--- src/sv/clc_pkg.sv ---
package clc_pkg;

   localparam int CARD_W       = 54;
   localparam int DIGIT_W      = 4;
   localparam int CELLS        = 17;
   localparam int GROUP_W      = 3;
   localparam int CONV_STEPS   = CARD_W / GROUP_W;
   localparam int STEP_W       = $clog2(CONV_STEPS);
   localparam int COUNT_W      = 5;
   localparam int PART_SIZE    = 4;
   localparam int PARTS        = (CELLS + PART_SIZE - 1) / PART_SIZE;
   localparam int TERM_W       = 4;
   localparam int PART_W       = 6;
   localparam int SUM_W        = 8;
   localparam int LEAD_W       = 7;

   localparam int DD_THRESHOLD = 5;
   localparam int DD_OFFSET    = 3;
   localparam int DIGIT_BASE   = 10;
   localparam int DIGIT_MAX    = 9;
   localparam int SUM_MAX_TENS = (CELLS * DIGIT_MAX) / DIGIT_BASE;

   localparam int LEN_SHORT    = 13;
   localparam int LEN_MID      = 15;
   localparam int LEN_LONG     = 16;
   localparam int PREFIX_A_LO  = 34;
   localparam int PREFIX_A_HI  = 37;
   localparam int PREFIX_M_MIN = 51;
   localparam int PREFIX_M_MAX = 55;
   localparam int PREFIX_V_MIN = 40;
   localparam int PREFIX_V_MAX = 49;

   typedef logic [DIGIT_W-1:0] digit_type;

   typedef enum logic [1:0] {
      CLASS_INVALID = 2'd0,
      CLASS_A       = 2'd1,
      CLASS_M       = 2'd2,
      CLASS_V       = 2'd3
   } card_class_type;

   function automatic logic [TERM_W-1:0] luhn_term(digit_type d, logic doubled);
      logic [DIGIT_W:0] p;
      p = {d, 1'b0};
      if (!doubled) begin
         return TERM_W'(d);
      end else if (p >= (DIGIT_W + 1)'(DIGIT_BASE)) begin
         return TERM_W'(p - (DIGIT_W + 1)'(DIGIT_MAX));
      end else begin
         return TERM_W'(p);
      end
   endfunction

   function automatic logic sum_mod10_zero(logic [SUM_W-1:0] s);
      logic hit;
      hit = 1'b0;
      for (int k = 0; k <= SUM_MAX_TENS; k++) begin
         if (s == SUM_W'(k * DIGIT_BASE)) begin
            hit = 1'b1;
         end
      end
      return hit;
   endfunction

endpackage

--- src/sv/clc_if.sv ---
interface clc_req_if
   import clc_pkg::*;
   ();
   logic              valid;
   logic              ready;
   logic [CARD_W-1:0] card_number;

   modport source (output valid, output card_number, input ready);
   modport sink   (input valid, input card_number, output ready);
endinterface

interface clc_rsp_if
   import clc_pkg::*;
   ();
   logic               valid;
   logic               ready;
   logic [1:0]         card_class;
   logic               luhn_ok;
   logic [COUNT_W-1:0] digit_count;

   modport source (output valid, output card_class, output luhn_ok, output digit_count,
                   input ready);
   modport sink   (input valid, input card_class, input luhn_ok, input digit_count,
                   output ready);
endinterface

--- src/sv/clc_cell.sv ---
module clc_cell
   import clc_pkg::*;
(
   input  logic               clock,
   input  logic               clear,
   input  logic               shift,
   input  logic [GROUP_W-1:0] bits_in,
   output logic [GROUP_W-1:0] bits_out,
   output digit_type          digit
);

   digit_type digit_ff;
   digit_type digit_in;

   always_comb begin
      digit_type v;
      v = digit_ff;
      bits_out = '0;
      for (int k = GROUP_W - 1; k >= 0; k--) begin
         if (v >= DIGIT_W'(DD_THRESHOLD)) begin
            v = v + DIGIT_W'(DD_OFFSET);
         end
         bits_out[k] = v[DIGIT_W-1];
         v = {v[DIGIT_W-2:0], bits_in[k]};
      end
      digit_in = v;
   end

   always_ff @(posedge clock) begin
      if (clear) begin
         digit_ff <= '0;
      end else if (shift) begin
         digit_ff <= digit_in;
      end
   end

   assign digit = digit_ff;

endmodule

--- src/sv/card_number_luhn_classifier_core.sv ---
// An accepted number is shifted into the digit cell row three bits at a time in the CONV
// state, then the PART state registers the partial sums and the FIN state classifies it.
// The cell row holds one number at a time; a new number is taken only in the IDLE state.
// The output register lets a new number enter while the previous result waits.
// Reset: synchronous, active high; clears the controller and the result valid flag.
module card_number_luhn_classifier_core
   import clc_pkg::*;
(
   input  logic      clock,
   input  logic      reset,
   clc_req_if.sink   req_port,
   clc_rsp_if.source rsp_port
);

   typedef enum logic [1:0] {
      IDLE,
      CONV,
      PART,
      FIN
   } state_type;

   state_type            state_ff;
   logic [STEP_W-1:0]    step_ff;
   logic                 rsp_valid_ff;
   card_class_type       rsp_class_ff;
   logic                 rsp_luhn_ff;
   logic [COUNT_W-1:0]   rsp_count_ff;

   logic [CARD_W-1:0]    num_ff;
   logic [PART_W-1:0]    parts_ff [PARTS];
   logic [COUNT_W-1:0]   count_ff;
   logic [LEAD_W-1:0]    lead_ff;

   logic                 req_xfer;
   logic                 cell_shift;
   logic [GROUP_W-1:0]   carry [CELLS+1];
   digit_type            digits [CELLS];
   digit_type            lo_src [CELLS];

   logic [PART_W-1:0]    parts_in [PARTS];
   logic [COUNT_W-1:0]   count_in;
   logic [LEAD_W-1:0]    lead_in;
   logic [SUM_W-1:0]     total;
   logic                 luhn_ok;
   logic                 len_ok;
   card_class_type       class_in;

   assign req_xfer   = req_port.valid && req_port.ready;
   assign cell_shift = (state_ff == CONV);
   assign carry[0]   = num_ff[CARD_W-1 -: GROUP_W];

   for (genvar i = 0; i < CELLS; i++) begin : g_cell
      clc_cell u_cell (
         .clock    (clock),
         .clear    (req_xfer),
         .shift    (cell_shift),
         .bits_in  (carry[i]),
         .bits_out (carry[i+1]),
         .digit    (digits[i])
      );
      if (i == 0) begin : g_lo_zero
         assign lo_src[i] = '0;
      end else begin : g_lo_next
         assign lo_src[i] = digits[i-1];
      end
   end

   always_comb begin
      for (int g = 0; g < PARTS; g++) begin
         parts_in[g] = '0;
         for (int j = 0; j < PART_SIZE; j++) begin
            if (g * PART_SIZE + j < CELLS) begin
               parts_in[g] = parts_in[g] + PART_W'(luhn_term(digits[g * PART_SIZE + j],
                                                             ((g * PART_SIZE + j) % 2) == 1));
            end
         end
      end
   end

   always_comb begin
      digit_type hi;
      digit_type lo;
      hi       = '0;
      lo       = '0;
      count_in = '0;
      for (int i = 0; i < CELLS; i++) begin
         if (digits[i] != '0) begin
            count_in = COUNT_W'(i + 1);
            hi       = digits[i];
            lo       = lo_src[i];
         end
      end
      lead_in = LEAD_W'({hi, 3'b000}) + LEAD_W'({hi, 1'b0}) + LEAD_W'(lo);
   end

   always_comb begin
      total = '0;
      for (int g = 0; g < PARTS; g++) begin
         total = total + SUM_W'(parts_ff[g]);
      end
      luhn_ok = sum_mod10_zero(total);
      len_ok  = (count_ff == COUNT_W'(LEN_SHORT)) || (count_ff == COUNT_W'(LEN_MID))
             || (count_ff == COUNT_W'(LEN_LONG));
      class_in = CLASS_INVALID;
      if (len_ok && luhn_ok) begin
         if ((lead_ff == LEAD_W'(PREFIX_A_LO)) || (lead_ff == LEAD_W'(PREFIX_A_HI))) begin
            class_in = CLASS_A;
         end else if ((lead_ff >= LEAD_W'(PREFIX_M_MIN)) &&
                      (lead_ff <= LEAD_W'(PREFIX_M_MAX))) begin
            class_in = CLASS_M;
         end else if ((lead_ff >= LEAD_W'(PREFIX_V_MIN)) &&
                      (lead_ff <= LEAD_W'(PREFIX_V_MAX))) begin
            class_in = CLASS_V;
         end
      end
   end

   always_ff @(posedge clock) begin
      if (req_xfer) begin
         num_ff <= req_port.card_number;
      end else if (state_ff == CONV) begin
         num_ff <= {num_ff[CARD_W-GROUP_W-1:0], {GROUP_W{1'b0}}};
      end
      if (state_ff == PART) begin
         parts_ff <= parts_in;
         count_ff <= count_in;
         lead_ff  <= lead_in;
      end
   end

   always_ff @(posedge clock) begin
      if (reset) begin
         state_ff     <= IDLE;
         step_ff      <= '0;
         rsp_valid_ff <= 1'b0;
      end else begin
         if ((state_ff == FIN) && (!rsp_valid_ff || rsp_port.ready)) begin
            rsp_valid_ff <= 1'b1;
         end else if (rsp_valid_ff && rsp_port.ready) begin
            rsp_valid_ff <= 1'b0;
         end
         case (state_ff)
            IDLE: begin
               if (req_xfer) begin
                  step_ff  <= '0;
                  state_ff <= CONV;
               end
            end
            CONV: begin
               if (step_ff == STEP_W'(CONV_STEPS - 1)) begin
                  state_ff <= PART;
               end else begin
                  step_ff <= step_ff + 1'b1;
               end
            end
            PART: begin
               state_ff <= FIN;
            end
            FIN: begin
               if (!rsp_valid_ff || rsp_port.ready) begin
                  rsp_class_ff <= class_in;
                  rsp_luhn_ff  <= luhn_ok;
                  rsp_count_ff <= count_ff;
                  state_ff     <= IDLE;
               end
            end
            default: begin
               state_ff <= IDLE;
            end
         endcase
      end
   end

   assign req_port.ready       = (state_ff == IDLE);
   assign rsp_port.valid       = rsp_valid_ff;
   assign rsp_port.card_class  = rsp_class_ff;
   assign rsp_port.luhn_ok     = rsp_luhn_ff;
   assign rsp_port.digit_count = rsp_count_ff;

   a_busy_after_xfer : assert property (@(posedge clock) disable iff (reset)
      req_xfer |=> !req_port.ready)
      else $error("input taken while a number is in conversion");

   a_no_digit_overflow : assert property (@(posedge clock) disable iff (reset)
      (state_ff == CONV) |-> (carry[CELLS] == '0))
      else $error("digit cell row overflow");

   a_step_range : assert property (@(posedge clock) disable iff (reset)
      (state_ff == CONV) |-> (step_ff < STEP_W'(CONV_STEPS)))
      else $error("conversion step counter out of range");

   a_class_needs_check : assert property (@(posedge clock) disable iff (reset)
      (rsp_port.valid && (rsp_port.card_class != CLASS_INVALID)) |->
         (rsp_port.luhn_ok && ((rsp_port.digit_count == COUNT_W'(LEN_SHORT)) ||
                               (rsp_port.digit_count == COUNT_W'(LEN_MID)) ||
                               (rsp_port.digit_count == COUNT_W'(LEN_LONG)))))
      else $error("class given to a number that fails length or check");

endmodule
--- src/flat_wrapper.sv ---
// flat-port wrapper written by rule: the top's interface ports become plain ports
module card_number_luhn_classifier_core_flat import clc_pkg::*;
  (clock, reset, req_port_valid, req_port_card_number, req_port_ready, rsp_port_valid, rsp_port_card_class, rsp_port_luhn_ok, rsp_port_digit_count, rsp_port_ready);
  clc_req_if req_port_i ();
  clc_rsp_if rsp_port_i ();
  input  logic clock;
  input  logic reset;
  input wire logic [$bits(req_port_i.valid)-1:0] req_port_valid;
  input wire logic [$bits(req_port_i.card_number)-1:0] req_port_card_number;
  output wire logic [$bits(req_port_i.ready)-1:0] req_port_ready;
  output wire logic [$bits(rsp_port_i.valid)-1:0] rsp_port_valid;
  output wire logic [$bits(rsp_port_i.card_class)-1:0] rsp_port_card_class;
  output wire logic [$bits(rsp_port_i.luhn_ok)-1:0] rsp_port_luhn_ok;
  output wire logic [$bits(rsp_port_i.digit_count)-1:0] rsp_port_digit_count;
  input wire logic [$bits(rsp_port_i.ready)-1:0] rsp_port_ready;
  assign req_port_i.valid = req_port_valid;
  assign req_port_i.card_number = req_port_card_number;
  assign req_port_ready = req_port_i.ready;
  assign rsp_port_valid = rsp_port_i.valid;
  assign rsp_port_card_class = rsp_port_i.card_class;
  assign rsp_port_luhn_ok = rsp_port_i.luhn_ok;
  assign rsp_port_digit_count = rsp_port_i.digit_count;
  assign rsp_port_i.ready = rsp_port_ready;
  card_number_luhn_classifier_core u_core (.clock(clock), .reset(reset), .req_port(req_port_i), .rsp_port(rsp_port_i));
endmodule
--- config.mk ---
export PLATFORM = sky130hd
export DESIGN_NAME = card_number_luhn_classifier_core_flat
export DESIGN_NICKNAME = d
export VERILOG_FILES = /design/src/sv/clc_pkg.sv /design/src/sv/clc_if.sv /design/src/sv/clc_cell.sv /design/src/sv/card_number_luhn_classifier_core.sv /design/src/flat_wrapper.sv
export SDC_FILE = /design/constraint.sdc
export NUM_CORES = 1
export LEC_CHECK = 0
export BUFFER_PORTS_ARGS = -buffer_cell sky130_fd_sc_hd__buf_2
export CAP_MARGIN = 20
export CORE_MARGIN = 4
export CORE_UTILIZATION = 55
export DETAILED_ROUTE_END_ITERATION = 12
export PLACE_DENSITY = 0.78
export SYNTH_ARGS = -nofsm -noshare
export SYNTH_HDL_FRONTEND = slang
export SYNTH_SLANG_ARGS = --single-unit
--- constraint.sdc ---
create_clock -name clock -period 13.05 [get_ports clock]
set_input_delay 3.2625 -clock clock [delete_from_list [all_inputs] [get_ports clock]]
set_output_delay 3.2625 -clock clock [all_outputs]
set_load 0.01 [all_outputs]
==> out/qor.txt <==
post-route setup slack: 8.01 ns
H-tree depth: 4
startpoint types: input pin
critical path data required time: 13.37 ns
DR iter-0 viols: 1,097
Routed Wire Length: 38.9 mm
share of cells above drive strength 1: 10.2%
CTS buffer count: 17
synthesized flop and latch total: 178
number of global-route vias before repair: 12,900
Die X: 178 um
remaining antenna violation count after routing: 0
Fin. Hold Viols: 0
CTS clock-pin slew for the worst setup and hold paths: 0.08 ns
CTS root buffer: clkbuf_16
Mapped Area: 0.0160 mm^2
min-delay src: u_core.count_ff[1]$_SDFFCE_PP0P_
final core utilization: 60.0%
final worst path period share: 38.6%
Final min period: 5.04 ns
RSZ-0062 raised after global routing: false
clk_skew: 0.0142 ns
actual slew at the worst max-slew pin: 1.12 ns
status: finished, final reports clean
YS warnings: 0
Achievable Freq: 199 MHz
n_diodes: 0
Synth-to-Final Area Change: 7.66%
Clock Path Buffers: 2
sequential fraction of the synthesis area: 28.7%
CTS tree: done
clock latency on the worst-skew pair: 0.45 ns
GRT Total Usage: 24.4%
# IOs: 68
hold buffers post-CTS: 0
global-route wire length before repair: 63.4 mm
Synth async-reset ratio: 0%
DRC viols: 0
initial antenna violation count: 0
setup bufs post-CTS: 0
Die Y: 178 um
R2R Setup Slk: 8.20 ns
Setup-failing EPs final: 0
Critical Path Sink Type: flip-flop
DPL Wire Length: 29.1 mm
routability congestion estimate: 0.980
WHS Endpoint: u_core.rsp_port.digit_count[1]$_DFFE_PP_
row count: 62
final net count: 2,133
synthesized area per cell: 8.63 um^2
IO buf count: 67
critical path class: input pin to flip-flop
largest net degree at the start of global routing: 79
Slew HR: 24.9%
RR Startpoint: u_core.g_cell[6].u_cell.digit[0]$_SDFFE_PP0P_
Core Area: 0.0286 mm^2
setup TNS: 0 ns
RR Endpoint: u_core.lead_ff[6]$_DFFE_PP_
post-synthesis cell count: 1,848
Die ar.: 0.0318 mm^2
Resize count post-CTS: 0
Distinct cells, synth: 88
Pre-Repair DR Iteration Count: 5
worst hold-check path type: flip-flop to flip-flop
Critical Path Fanout Max: 44
via count: 13,400
critical path data arrival time: 5.36 ns
Max-Cap Viols: 0
Reg2Reg Depth: 14
Top FF cell, synth: edfxtp_1
GRT overflow: 0
initial core utilization: 55.7%
WHS Path Cells: 0
pre-CTS setup slack: 7.63 ns
Slew Limit Fails: 0
vias per cell: 5.94
Synth Net Count: 2,113
Post-synth EDFFs: 102
WL per Instance: 17.2 um
CTS sink cnt: 178
[Yosys cell counts, types with 18 or more instances]
library cell,n,area [um^2]
mux2i_1,53,531
clkbuf_1,45,169
ha_1,170,2130
nand2b_1,52,325
nor2b_1,35,219
xnor2_1,67,587
nor3_1,28,140
nor2_1,99,372
fa_1,37,741
nand2_1,212,796
a211oi_1,22,165
mux2_2,18,203
nor3b_1,37,278
a21o_1,27,203
a21oi_1,136,681
o21ai_0,111,556
edfxtp_1,102,3060
dfxtp_1,76,1520
inv_1,198,743
nand3_1,20,100
[final cells by class]
cell class,instances,area (um^2)
fillers,2417,11400
multi-input cells,1392,10300
flip-flops and latches,178,4580
inverters,205,769
well taps,384,480
clock buffers,17,425
repair buffers,74,388
clock inverters,15,206
[cell families (layout without fill, tap and decap cells)]
kind of cell	count (synthesis)	count (layout)	synth area share, %
adder cells (fa/ha/maj)	207	207	18.0
multiplexers	79	79	5.50
AO/OA/AOI/OAI	473	473	19.5
AND/OR/NAND/NOR	555	555	17.2
buffers and inverters	278	311	6.75
XOR/XNOR	78	78	4.40
flip-flops	178	178	28.7
[worst max-delay path: stages]
cell	delay, ns
buf_2	0.14
nand2_4	0.40
nand2_1	0.79
or3_1	0.62
o311ai_0	0.10
[sequential cells by signal (all words and copies together) (netlist names)]
register                     count
u_core.rsp_port.card_class       2
u_core.state_ff                  2
u_core.rsp_port.digit_count      5
u_core.rsp_port.luhn_ok          1
u_core.rsp_port.valid            1
u_core.lead_ff                   7
u_core.num_ff                   54
u_core.g_cell.u_cell.digit      68
u_core.parts_ff                 28
u_core.count_ff                  5
u_core.step_ff                   5
[worst max-delay path by stage]
stage | start | end | slack (ns) | depth (start not counted)
5_1_grt | req_port_valid | u_core.g_cell[2].u_cell.digit[2]$_SDFFE_PP0P_ | 7.95 | 5
6_report | req_port_valid | u_core.g_cell[2].u_cell.digit[2]$_SDFFE_PP0P_ | 8.01 | 5
3_3_place_gp | req_port_valid | u_core.g_cell[4].u_cell.digit[2]$_SDFFE_PP0P_ | 7.69 | 5
4_1_cts | req_port_valid | u_core.g_cell[8].u_cell.digit[2]$_SDFFE_PP0P_ | 8.06 | 5
2_1_floorplan | req_port_valid | u_core.num_ff[0]$_SDFFCE_PN0P_ | 7.71 | 4
3_5_place_dp | req_port_valid | u_core.g_cell[2].u_cell.digit[2]$_SDFFE_PP0P_ | 7.63 | 5
[layout by cell type (no fill, tap or decap), types with 16 or more instances in the layout]
master	count
a211oi_1	22
edfxtp_1	102
nand2_1	211
o21ai_0	111
dfxtp_1	76
mux2i_1	53
nor2_1	98
a21oi_1	136
clkbuf_16	17
nand3_1	20
nor2b_1	35
nor3_1	28
nor3b_1	37
buf_2	67
mux2_2	18
ha_1	168
inv_1	198
fa_1	37
xnor2_1	67
nand2b_1	52
a21o_1	27
nand4_1	16
[stage by stage]
| stage | hold slack, ns | cells | area [um^2] |
|---|---|---|---|
| 2_1_floorplan | 0.427 | 1848 | 16000 |
| 3_3_place_gp | 0.437 | 2233 | 16500 |
| 3_5_place_dp | 0.449 | 2233 | 16500 |
| 4_1_cts | 0.468 | 2265 | 17200 |
| 5_1_grt | 0.486 | 2265 | 17200 |
| 6_report | 0.465 | 2265 | 17200 |
[layer usage]
layer / global-route usage (%) / vias up / routed length [um] / share of wire [%]
met4: 7.58 / 0 / 991 / 2.5
met5: 0 / - / 0 / 0
met3: 3.39 / 71 / 2570 / 6.6
li1: - / 6522 / - / -
met1: 34.2 / 6402 / 17700 / 45
met2: 39.3 / 451 / 17700 / 45
Power is left out: the tool's default activity adds up to more than one toggle a clock period on the data nets, which glitch-free logic cannot reach.
